$ cat src/rtl/bq_pkg.sv
`timescale 1ns / 1ps

package bq_pkg;

  localparam int COEF_WIDTH    = 26;
  localparam int ACC_WIDTH     = 48;
  localparam int CHAN_WIDTH    = 1;
  localparam int CFG_IDX_WIDTH = 2;

  localparam int DEF_NUM_CHANNELS   = 2;
  localparam int DEF_SAMPLE_WIDTH   = 24;
  localparam int DEF_COEF_FRAC_BITS = 22;

  localparam logic [CFG_IDX_WIDTH-1:0] REG_FEED_OUTER  = 2'd0;
  localparam logic [CFG_IDX_WIDTH-1:0] REG_FEED_MIDDLE = 2'd1;
  localparam logic [CFG_IDX_WIDTH-1:0] REG_BACK_FIRST  = 2'd2;
  localparam logic [CFG_IDX_WIDTH-1:0] REG_BACK_SECOND = 2'd3;

  typedef enum logic [1:0] {
    MUL_X_OUTER,
    MUL_X_MIDDLE,
    MUL_Y_BACK1,
    MUL_Y_BACK2
  } bq_mul_sel_e;

  typedef enum logic [2:0] {
    ACC_HOLD,
    ACC_PROD_D1,
    ACC_PROD_D2,
    ACC_SUB_PROD,
    ACC_XA_SUB_PROD
  } bq_acc_op_e;

  typedef struct packed {
    logic        ld_in;
    logic        mul_en;
    bq_mul_sel_e mul_sel;
    bq_acc_op_e  acc_op;
    logic        ld_xa;
    logic        ld_y;
    logic        wr_d1;
    logic        wr_d2;
  } bq_cmd_t;

  typedef struct packed {
    logic out_busy;
  } bq_sts_t;

endpackage

$ cat src/rtl/bq_if.sv
`timescale 1ns / 1ps

interface bq_in_if import bq_pkg::*; #(
  parameter int SAMPLE_WIDTH = DEF_SAMPLE_WIDTH
) ();
  logic                           valid;
  logic                           ready;
  logic        [CHAN_WIDTH-1:0]   channel_in;
  logic signed [SAMPLE_WIDTH-1:0] sample_in;

  modport source (output valid, channel_in, sample_in, input ready);
  modport sink   (input valid, channel_in, sample_in, output ready);
endinterface

interface bq_out_if import bq_pkg::*; #(
  parameter int SAMPLE_WIDTH = DEF_SAMPLE_WIDTH
) ();
  logic                           valid;
  logic                           ready;
  logic        [CHAN_WIDTH-1:0]   channel_out;
  logic signed [SAMPLE_WIDTH-1:0] sample_out;

  modport source (output valid, channel_out, sample_out, input ready);
  modport sink   (input valid, channel_out, sample_out, output ready);
endinterface

$ cat src/rtl/bq_ctrl.sv
`timescale 1ns / 1ps

module bq_ctrl import bq_pkg::*; (
  input  logic    clk_i,
  input  logic    rst_ni,
  input  logic    in_valid_i,
  output logic    in_ready_o,
  input  bq_sts_t sts_i,
  output bq_cmd_t cmd_o
);

  localparam logic [2:0] ST_IDLE = 3'd0;
  localparam logic [2:0] ST_XA   = 3'd1;
  localparam logic [2:0] ST_XM   = 3'd2;
  localparam logic [2:0] ST_RND  = 3'd3;
  localparam logic [2:0] ST_B1   = 3'd4;
  localparam logic [2:0] ST_B2   = 3'd5;
  localparam logic [2:0] ST_W1   = 3'd6;
  localparam logic [2:0] ST_W2   = 3'd7;

  logic [2:0] state_q, state_d;

  assign in_ready_o = (state_q == ST_IDLE);

  always_comb begin
    state_d = state_q;
    cmd_o   = '{ld_in: 1'b0, mul_en: 1'b0, mul_sel: MUL_X_OUTER, acc_op: ACC_HOLD,
                ld_xa: 1'b0, ld_y: 1'b0, wr_d1: 1'b0, wr_d2: 1'b0};
    case (state_q)
      ST_IDLE: begin
        if (in_valid_i) begin
          cmd_o.ld_in = 1'b1;
          state_d     = ST_XA;
        end
      end
      ST_XA: begin
        cmd_o.mul_en  = 1'b1;
        cmd_o.mul_sel = MUL_X_OUTER;
        state_d       = ST_XM;
      end
      ST_XM: begin
        cmd_o.mul_en  = 1'b1;
        cmd_o.mul_sel = MUL_X_MIDDLE;
        cmd_o.acc_op  = ACC_PROD_D1;
        cmd_o.ld_xa   = 1'b1;
        state_d       = ST_RND;
      end
      ST_RND: begin
        if (!sts_i.out_busy) begin
          cmd_o.ld_y   = 1'b1;
          cmd_o.acc_op = ACC_PROD_D2;
          state_d      = ST_B1;
        end
      end
      ST_B1: begin
        cmd_o.mul_en  = 1'b1;
        cmd_o.mul_sel = MUL_Y_BACK1;
        state_d       = ST_B2;
      end
      ST_B2: begin
        cmd_o.mul_en  = 1'b1;
        cmd_o.mul_sel = MUL_Y_BACK2;
        cmd_o.acc_op  = ACC_SUB_PROD;
        state_d       = ST_W1;
      end
      ST_W1: begin
        cmd_o.wr_d1  = 1'b1;
        cmd_o.acc_op = ACC_XA_SUB_PROD;
        state_d      = ST_W2;
      end
      ST_W2: begin
        cmd_o.wr_d2 = 1'b1;
        state_d     = ST_IDLE;
      end
      default: begin
        state_d = ST_IDLE;
      end
    endcase
  end

  always_ff @(posedge clk_i or negedge rst_ni) begin
    if (!rst_ni) begin
      state_q <= ST_IDLE;
    end else begin
      state_q <= state_d;
    end
  end

endmodule

$ cat src/rtl/bq_datapath.sv
`timescale 1ns / 1ps

module bq_datapath import bq_pkg::*; #(
  parameter int NUM_CHANNELS   = DEF_NUM_CHANNELS,
  parameter int SAMPLE_WIDTH   = DEF_SAMPLE_WIDTH,
  parameter int COEF_FRAC_BITS = DEF_COEF_FRAC_BITS
) (
  input  logic                           clk_i,
  input  logic                           rst_ni,
  input  logic        [CHAN_WIDTH-1:0]   in_channel_i,
  input  logic signed [SAMPLE_WIDTH-1:0] in_sample_i,
  input  logic                           cfg_we_i,
  input  logic        [CFG_IDX_WIDTH-1:0] cfg_idx_i,
  input  logic        [COEF_WIDTH-1:0]   cfg_data_i,
  input  bq_cmd_t                        cmd_i,
  output bq_sts_t                        sts_o,
  output logic                           out_valid_o,
  input  logic                           out_ready_i,
  output logic        [CHAN_WIDTH-1:0]   out_channel_o,
  output logic signed [SAMPLE_WIDTH-1:0] out_sample_o
);

  localparam int IDX_W  = (NUM_CHANNELS > 1) ? $clog2(NUM_CHANNELS) : 1;
  localparam int PROD_W = SAMPLE_WIDTH + COEF_WIDTH;
  localparam int SUM_W  = ((PROD_W > ACC_WIDTH) ? PROD_W : ACC_WIDTH) + 2;

  localparam logic signed [COEF_WIDTH-1:0] COEF_ONE = COEF_WIDTH'(64'd1 << COEF_FRAC_BITS);
  localparam logic signed [SUM_W-1:0] HALF_LSB = SUM_W'(1) <<< (COEF_FRAC_BITS - 1);
  localparam logic signed [SUM_W-1:0] Y_MAX = (SUM_W'(1) <<< (SAMPLE_WIDTH - 1)) - 1;
  localparam logic signed [SUM_W-1:0] Y_MIN = -Y_MAX - 1;
  localparam logic signed [SUM_W-1:0] D_MAX = (SUM_W'(1) <<< (ACC_WIDTH - 1)) - 1;
  localparam logic signed [SUM_W-1:0] D_MIN = -D_MAX - 1;

  logic signed [COEF_WIDTH-1:0]   c_outer_q, c_middle_q, c_back1_q, c_back2_q;
  logic signed [SAMPLE_WIDTH-1:0] x_q, y_q, y_d;
  logic        [CHAN_WIDTH-1:0]   ch_q, out_ch_q;
  logic        [IDX_W-1:0]        idx_q, idx_d;
  logic signed [PROD_W-1:0]       prod_q, prod_d, xa_q;
  logic signed [SUM_W-1:0]        acc_q, acc_d, rnd, quo, dsat;
  logic signed [ACC_WIDTH-1:0]    d1_q [NUM_CHANNELS];
  logic signed [ACC_WIDTH-1:0]    d2_q [NUM_CHANNELS];
  logic signed [ACC_WIDTH-1:0]    d1_rd, d2_rd;
  logic signed [SAMPLE_WIDTH-1:0] mul_a;
  logic signed [COEF_WIDTH-1:0]   mul_b;
  logic                           out_valid_q;

  // coefficient registers
  always_ff @(posedge clk_i or negedge rst_ni) begin
    if (!rst_ni) begin
      c_outer_q  <= COEF_ONE;
      c_middle_q <= '0;
      c_back1_q  <= '0;
      c_back2_q  <= '0;
    end else if (cfg_we_i) begin
      case (cfg_idx_i)
        REG_FEED_OUTER:  c_outer_q  <= cfg_data_i;
        REG_FEED_MIDDLE: c_middle_q <= cfg_data_i;
        REG_BACK_FIRST:  c_back1_q  <= cfg_data_i;
        REG_BACK_SECOND: c_back2_q  <= cfg_data_i;
        default: ;
      endcase
    end
  end

  assign idx_d = (NUM_CHANNELS == 1) ? '0 : IDX_W'(in_channel_i);

  always_ff @(posedge clk_i) begin
    if (cmd_i.ld_in) begin
      x_q   <= in_sample_i;
      ch_q  <= in_channel_i;
      idx_q <= idx_d;
    end
  end

  // shared multiplier
  always_comb begin
    mul_a = x_q;
    mul_b = c_outer_q;
    case (cmd_i.mul_sel)
      MUL_X_OUTER:  begin mul_a = x_q; mul_b = c_outer_q;  end
      MUL_X_MIDDLE: begin mul_a = x_q; mul_b = c_middle_q; end
      MUL_Y_BACK1:  begin mul_a = y_q; mul_b = c_back1_q;  end
      MUL_Y_BACK2:  begin mul_a = y_q; mul_b = c_back2_q;  end
      default:      begin mul_a = x_q; mul_b = c_outer_q;  end
    endcase
  end

  assign prod_d = mul_a * mul_b;

  always_ff @(posedge clk_i) begin
    if (cmd_i.mul_en) begin
      prod_q <= prod_d;
    end
    if (cmd_i.ld_xa) begin
      xa_q <= prod_q;
    end
  end

  assign d1_rd = d1_q[idx_q];
  assign d2_rd = d2_q[idx_q];

  // accumulator
  always_comb begin
    case (cmd_i.acc_op)
      ACC_HOLD:        acc_d = acc_q;
      ACC_PROD_D1:     acc_d = SUM_W'(prod_q) + SUM_W'(d1_rd);
      ACC_PROD_D2:     acc_d = SUM_W'(prod_q) + SUM_W'(d2_rd);
      ACC_SUB_PROD:    acc_d = acc_q - SUM_W'(prod_q);
      ACC_XA_SUB_PROD: acc_d = SUM_W'(xa_q) - SUM_W'(prod_q);
      default:         acc_d = acc_q;
    endcase
  end

  always_ff @(posedge clk_i) begin
    acc_q <= acc_d;
  end

  // round half up, then saturate
  always_comb begin
    rnd = acc_q + HALF_LSB;
    quo = rnd >>> COEF_FRAC_BITS;
    if (quo > Y_MAX) begin
      y_d = SAMPLE_WIDTH'(Y_MAX);
    end else if (quo < Y_MIN) begin
      y_d = SAMPLE_WIDTH'(Y_MIN);
    end else begin
      y_d = SAMPLE_WIDTH'(quo);
    end
  end

  always_comb begin
    if (acc_q > D_MAX) begin
      dsat = D_MAX;
    end else if (acc_q < D_MIN) begin
      dsat = D_MIN;
    end else begin
      dsat = acc_q;
    end
  end

  always_ff @(posedge clk_i or negedge rst_ni) begin
    if (!rst_ni) begin
      for (int i = 0; i < NUM_CHANNELS; i++) begin
        d1_q[i] <= '0;
        d2_q[i] <= '0;
      end
    end else begin
      if (cmd_i.wr_d1) begin
        d1_q[idx_q] <= ACC_WIDTH'(dsat);
      end
      if (cmd_i.wr_d2) begin
        d2_q[idx_q] <= ACC_WIDTH'(dsat);
      end
    end
  end

  // output register
  always_ff @(posedge clk_i) begin
    if (cmd_i.ld_y) begin
      y_q      <= y_d;
      out_ch_q <= ch_q;
    end
  end

  always_ff @(posedge clk_i or negedge rst_ni) begin
    if (!rst_ni) begin
      out_valid_q <= 1'b0;
    end else if (cmd_i.ld_y) begin
      out_valid_q <= 1'b1;
    end else if (out_ready_i) begin
      out_valid_q <= 1'b0;
    end
  end

  assign sts_o.out_busy = out_valid_q && !out_ready_i;
  assign out_valid_o    = out_valid_q;
  assign out_channel_o  = out_ch_q;
  assign out_sample_o   = y_q;

endmodule

$ cat src/rtl/biquad_lowpass_tdf2_unit.sv
`timescale 1ns / 1ps
// Multi-channel biquad low-pass filter, transposed direct form II.
// in_i  : valid/ready channel carrying channel_in and a signed sample_in.
// out_o : valid/ready channel carrying channel_out and the filtered,
//         saturated sample_out; one result transaction per input transaction.
// cfg   : cfg_we_i writes cfg_data_i into coefficient cfg_idx_i
//         (0 outer feed-forward, 1 middle feed-forward, 2 and 3 feedback,
//         all Q3.22). Write only while the filter is idle.
// Sequence: the single shared multiplier (four products) and the accumulator
// sequence set the pace; a new input is accepted only once the last has
// finished its state update. The result is registered in the rounding
// step; the state update then finishes while the result waits to be taken.
// Stall: the result holds in the output register. A following input is
// still accepted and runs up to its rounding step, where it waits until
// the earlier result has been taken.
// Reset: coefficients return to pass-through (outer gain 1.0, others 0),
// both delay registers of every channel clear, the output channel empties.
module biquad_lowpass_tdf2_unit import bq_pkg::*; #(
  parameter int NUM_CHANNELS   = DEF_NUM_CHANNELS,
  parameter int SAMPLE_WIDTH   = DEF_SAMPLE_WIDTH,
  parameter int COEF_FRAC_BITS = DEF_COEF_FRAC_BITS
) (
  input  logic                     clk_i,
  input  logic                     rst_ni,
  bq_in_if.sink                    in_i,
  bq_out_if.source                 out_o,
  input  logic                     cfg_we_i,
  input  logic [CFG_IDX_WIDTH-1:0] cfg_idx_i,
  input  logic [COEF_WIDTH-1:0]    cfg_data_i
);

  bq_cmd_t cmd;
  bq_sts_t sts;

  bq_ctrl u_ctrl (
    .clk_i      (clk_i),
    .rst_ni     (rst_ni),
    .in_valid_i (in_i.valid),
    .in_ready_o (in_i.ready),
    .sts_i      (sts),
    .cmd_o      (cmd)
  );

  bq_datapath #(
    .NUM_CHANNELS   (NUM_CHANNELS),
    .SAMPLE_WIDTH   (SAMPLE_WIDTH),
    .COEF_FRAC_BITS (COEF_FRAC_BITS)
  ) u_datapath (
    .clk_i         (clk_i),
    .rst_ni        (rst_ni),
    .in_channel_i  (in_i.channel_in),
    .in_sample_i   (in_i.sample_in),
    .cfg_we_i      (cfg_we_i),
    .cfg_idx_i     (cfg_idx_i),
    .cfg_data_i    (cfg_data_i),
    .cmd_i         (cmd),
    .sts_o         (sts),
    .out_valid_o   (out_o.valid),
    .out_ready_i   (out_o.ready),
    .out_channel_o (out_o.channel_out),
    .out_sample_o  (out_o.sample_out)
  );

endmodule

$ cat src/flat_wrapper.sv
// flat-port wrapper written by rule: the top's interface ports become plain ports
module biquad_lowpass_tdf2_unit_flat import bq_pkg::*;
#(
  parameter int NUM_CHANNELS   = DEF_NUM_CHANNELS,
  parameter int SAMPLE_WIDTH   = DEF_SAMPLE_WIDTH,
  parameter int COEF_FRAC_BITS = DEF_COEF_FRAC_BITS
)
  (clk_i, rst_ni, cfg_we_i, cfg_idx_i, cfg_data_i, in_i_valid, in_i_channel_in, in_i_sample_in, in_i_ready, out_o_valid, out_o_channel_out, out_o_sample_out, out_o_ready);
  bq_in_if #(.SAMPLE_WIDTH(SAMPLE_WIDTH)) in_i_i ();
  bq_out_if #(.SAMPLE_WIDTH(SAMPLE_WIDTH)) out_o_i ();
  input  logic clk_i;
  input  logic rst_ni;
  input  logic cfg_we_i;
  input  logic [CFG_IDX_WIDTH-1:0] cfg_idx_i;
  input  logic [COEF_WIDTH-1:0] cfg_data_i;
  input wire logic [$bits(in_i_i.valid)-1:0] in_i_valid;
  input wire logic [$bits(in_i_i.channel_in)-1:0] in_i_channel_in;
  input wire logic [$bits(in_i_i.sample_in)-1:0] in_i_sample_in;
  output wire logic [$bits(in_i_i.ready)-1:0] in_i_ready;
  output wire logic [$bits(out_o_i.valid)-1:0] out_o_valid;
  output wire logic [$bits(out_o_i.channel_out)-1:0] out_o_channel_out;
  output wire logic [$bits(out_o_i.sample_out)-1:0] out_o_sample_out;
  input wire logic [$bits(out_o_i.ready)-1:0] out_o_ready;
  assign in_i_i.valid = in_i_valid;
  assign in_i_i.channel_in = in_i_channel_in;
  assign in_i_i.sample_in = in_i_sample_in;
  assign in_i_ready = in_i_i.ready;
  assign out_o_valid = out_o_i.valid;
  assign out_o_channel_out = out_o_i.channel_out;
  assign out_o_sample_out = out_o_i.sample_out;
  assign out_o_i.ready = out_o_ready;
  biquad_lowpass_tdf2_unit #(.NUM_CHANNELS(NUM_CHANNELS), .SAMPLE_WIDTH(SAMPLE_WIDTH), .COEF_FRAC_BITS(COEF_FRAC_BITS)) u_core (.clk_i(clk_i), .rst_ni(rst_ni), .in_i(in_i_i), .out_o(out_o_i), .cfg_we_i(cfg_we_i), .cfg_idx_i(cfg_idx_i), .cfg_data_i(cfg_data_i));
endmodule
$ cat config.mk
export PLATFORM = sky130hd
export DESIGN_NAME = biquad_lowpass_tdf2_unit_flat
export DESIGN_NICKNAME = d
export VERILOG_FILES = /design/src/rtl/bq_pkg.sv /design/src/rtl/bq_if.sv /design/src/rtl/bq_ctrl.sv /design/src/rtl/bq_datapath.sv /design/src/rtl/biquad_lowpass_tdf2_unit.sv /design/src/flat_wrapper.sv
export SDC_FILE = /design/constraint.sdc
export NUM_CORES = 2
export LEC_CHECK = 0
export BUFFER_PORTS_ARGS = -buffer_cell sky130_fd_sc_hd__clkbuf_2
export CAP_MARGIN = 40
export CORE_MARGIN = 4
export CORE_UTILIZATION = 30
export CTS_BUF_LIST = sky130_fd_sc_hd__clkbuf_8
export CTS_CLUSTER_DIAMETER = 150
export CTS_CLUSTER_SIZE = 25
export DETAILED_ROUTE_END_ITERATION = 16
export PLACE_DENSITY = 0.48
export SLEW_MARGIN = 20
export SYNTH_ARGS = -nofsm -noshare
export SYNTH_HDL_FRONTEND = slang
export SYNTH_SLANG_ARGS = --single-unit
$ cat constraint.sdc
create_clock -name clk_i -period 14.45 [get_ports clk_i]
set_input_delay 2.1675 -clock clk_i [delete_from_list [all_inputs] [get_ports clk_i]]
set_output_delay 2.1675 -clock clk_i [all_outputs]
set_load 0.02 [all_outputs]
==> impl_metrics.json <==
{
  "numCtsBuffers": 25,
  "grt_pass1_wl_um": 273700,
  "worstReg2RegStart": "u_core.u_ctrl.state_q[1]",
  "cts_sinks": 502,
  "h-tree-depth": 1,
  "finalClockSkew_ns": 0.1032,
  "area_growth_pct": 6.886,
  "fin_ws_ns": 4.700,
  "fmax_mhz": 102.6,
  "wl_per_cell_um": 22.10,
  "yosys-mux-area-fraction": 0.05883,
  "initial_core_util": 0.3027,
  "critPathSlowestCell": "o21a_1",
  "yosysUniqueCellTypes": 114,
  "hold_viol_final": 0,
  "max-slew-margin-rel": 0.3867,
  "worst_setup_path_end_kind": "flop",
  "synth_compound_area_frac": 0.1430,
  "coreArea_mm2": 0.1813,
  "syn_area_mm2": 0.05490,
  "synth_adder_area_share": 0.3164,
  "hold_depth": 2,
  "drv_slew": 0,
  "period_needed_ns": 9.750,
  "dr.pass1.iters": 6,
  "nNetsFinal": 6856,
  "hp-start": "u_core.u_datapath.d2_q[16]",
  "cts_buffer_depth": 3,
  "clk_latency_ns": 0.83,
  "syn-num-nets": 6928,
  "drive_gt1_frac": 0.08988,
  "antenna_found_initial": 4,
  "viasPerCell": 5.127,
  "worstPathArrival_ns": 10.26,
  "die_y_um": 435.8,
  "clockRootBuffer": "clkbuf_8",
  "avgSynthCellArea_um2": 9.344,
  "synth_edf_count": 202,
  "vias": 42004,
  "r2r-end": "u_core.u_datapath.prod_q[49]",
  "slowest_delay_ns": 0.68,
  "cts-hold-fix-buffers": 0,
  "io_buffers": 84,
  "synthSimpleGateAreaFrac": 0.1199,
  "dp_slack_ns": 4.682,
  "synth-xor-area-share": 0.04116,
  "reg2reg_depth": 29,
  "ys.flop_type": "dfrtp_1",
  "drtIter0Drc": 2985,
  "synth_top_area_frac": 0.2389,
  "hpwl_um": 143300,
  "fill_cells": 18695,
  "post_cts_resized": 0,
  "rows": 156,
  "track_usage": 0.1868,
  "path_common_cell": "fa_1",
  "setup_viol": 0,
  "cts_setup_buffers": 0,
  "antenna_left": 0,
  "synth_top_cell_by_area": "fa_1",
  "synth_common_cells": "inv_1 (759), nand2_1 (681), fa_1 (655), nor2_1 (475), a21oi_1 (383)",
  "crit_required_ns": 14.96,
  "top_level_ports": 85,
  "worstMarginPinSlew_ns": 0.9080,
  "syn_inst": 5875,
  "start_kind": "flop",
  "die-area_mm2": 0.1899,
  "crit_type": "flop to flop",
  "hp-class": "flop to flop",
  "ff2ff_setup_slack_ns": 4.70,
  "yosysWarnings": 0,
  "routed_wl_um": 181000,
  "rsz0062_at_grt": "no",
  "ys_ff_latch": 502,
  "async_reset_ff_frac": 0.5976,
  "yosys-top-cells-area": "fa_1 (24%), dfrtp_1 (14%), edfxtp_1 (11%)",
  "grt_overflow": 0,
  "cts_tree": "yes",
  "ys_seq_area_frac": 0.2473,
  "worstPathMaxFanout": 55,
  "yosysMostFrequentCell": "inv_1",
  "gp_congestion": 0.9040,
  "finalCritPeriodShare": 0.6747,
  "fin_tns_setup_ns": 0,
  "grt_pass1_vias": 43196,
  "maxCapViolCount": 0,
  "status": "complete, no violations",
  "clkTransAtPathRegs_ns": 0.14,
  "grt_max_degree": 71,
  "drc": 0,
  "hold_end": "u_core.u_datapath.d2_q[16]",
  "die_x_um": 435.8,
  "synth_top_family_by_area": "adder cells"
}
-- how the worst max path moves through the flow --
| stage | cells past startpoint | start | endpoint | slack [ns] |
|---|---|---|---|---|
| after floorplan | 32 | u_core.u_ctrl.state_q[0] | u_core.u_datapath.prod_q[49] | 6.07 |
| after global placement | 30 | u_core.u_ctrl.state_q[1] | u_core.u_datapath.prod_q[49] | 4.78 |
| after detailed placement | 29 | u_core.u_ctrl.state_q[1] | u_core.u_datapath.prod_q[49] | 4.68 |
| after CTS | 29 | u_core.u_ctrl.state_q[1] | u_core.u_datapath.prod_q[49] | 4.67 |
| after global routing | 29 | u_core.u_ctrl.state_q[1] | u_core.u_datapath.prod_q[49] | 4.10 |
| final | 29 | u_core.u_ctrl.state_q[1] | u_core.u_datapath.prod_q[49] | 4.70 |
-- state kept, by name, indices dropped and copies added, names as in the netlist --
name and cells:
u_core.u_datapath.d1_q 96, u_core.u_datapath.d2_q 96, u_core.u_datapath.acc_q 52, u_core.u_datapath.prod_q 50, u_core.u_datapath.xa_q 50, u_core.u_datapath.c_back1_q 26, u_core.u_datapath.c_back2_q 26, u_core.u_datapath.c_middle_q 26
u_core.u_datapath.c_outer_q 26, u_core.u_datapath.out_sample_o 24, u_core.u_datapath.x_q 24, u_core.u_ctrl.state_q 3, u_core.u_datapath.idx_q 1, u_core.u_datapath.out_channel_o 1, u_core.u_datapath.out_valid_o 1
-- cell families after synthesis --
kind of cell | Yosys count
AND/OR/NAND/NOR | 1523
AO/OA/AOI/OAI | 1262
buffers and inverters | 1040
adder cells (fa/ha/maj) | 995
flip-flops | 502
multiplexers | 295
XOR/XNOR | 258
-- cell usage in the layout (no fill, tap or decap), drive strengths merged, types with 13 or more instances in the layout --
master	count
dfrtp	299
xor2	108
o31ai	15
nand2	681
a221oi	14
and3	30
a22oi	13
a21o	136
edfxtp	202
clkbuf	108
ha	340
nor3	32
mux2	221
o22ai	27
o21ai	379
and2	33
a31oi	20
o21a	64
o21bai	32
a211oi	33
nand4	47
o211ai	35
xnor2	150
nor2	476
nand3	78
a21oi	385
nor2b	36
or2	17
nand2b	48
fa	655
mux2i	74
inv	776
buf	97
o221ai	16
-- final cells by class --
cell class                 count  area (um^2)  share of cell area
multi-input combinational   4333        37450              0.6382
tap                         2370         2965             0.05054
timing repair buffer         180         1355             0.02309
clock inverter                18        120.1            0.002047
inverter                     761         2856             0.04868
antenna                        3        7.507           0.0001279
clock buffer                  25        344.1            0.005864
sequential                   502        13580              0.2314
-- per-layer routing --
layer	routed length, um	vias up	GRT usage
met5	13	-	0
met4	4611	2	0.04241
met3	8733	179	0.01770
met2	85340	1079	0.3143
met1	82320	21363	0.2606
li1	-	19381	-
-- through the flow --
step           instances  instance area [um^2]  hold WS, ns    util
6_report            8192                 58680       0.4911  0.3236
5_1_grt             8191                 58670       0.5153  0.3236
4_1_cts             8182                 58520       0.4973  0.3227
3_5_place_dp        8139                 58050       0.4645  0.3202
3_3_place_gp        8126                 57850       0.4552  0.3190
2_1_floorplan       5875                 54900       0.4244       -
-- critical path, delay by kind of cell, from the launching register on --
kind            cells  cell delay (ns)
fa+ha+maj           8             3.94
compound gates      8             2.59
buf+inv             6             1.13
simple gates        5             0.87
flops               1             0.45
mux                 1             0.31
xor+xnor            1             0.13
Power is left out: the tool's default activity adds up to more than one toggle a clock period on the data nets, which glitch-free logic cannot reach.
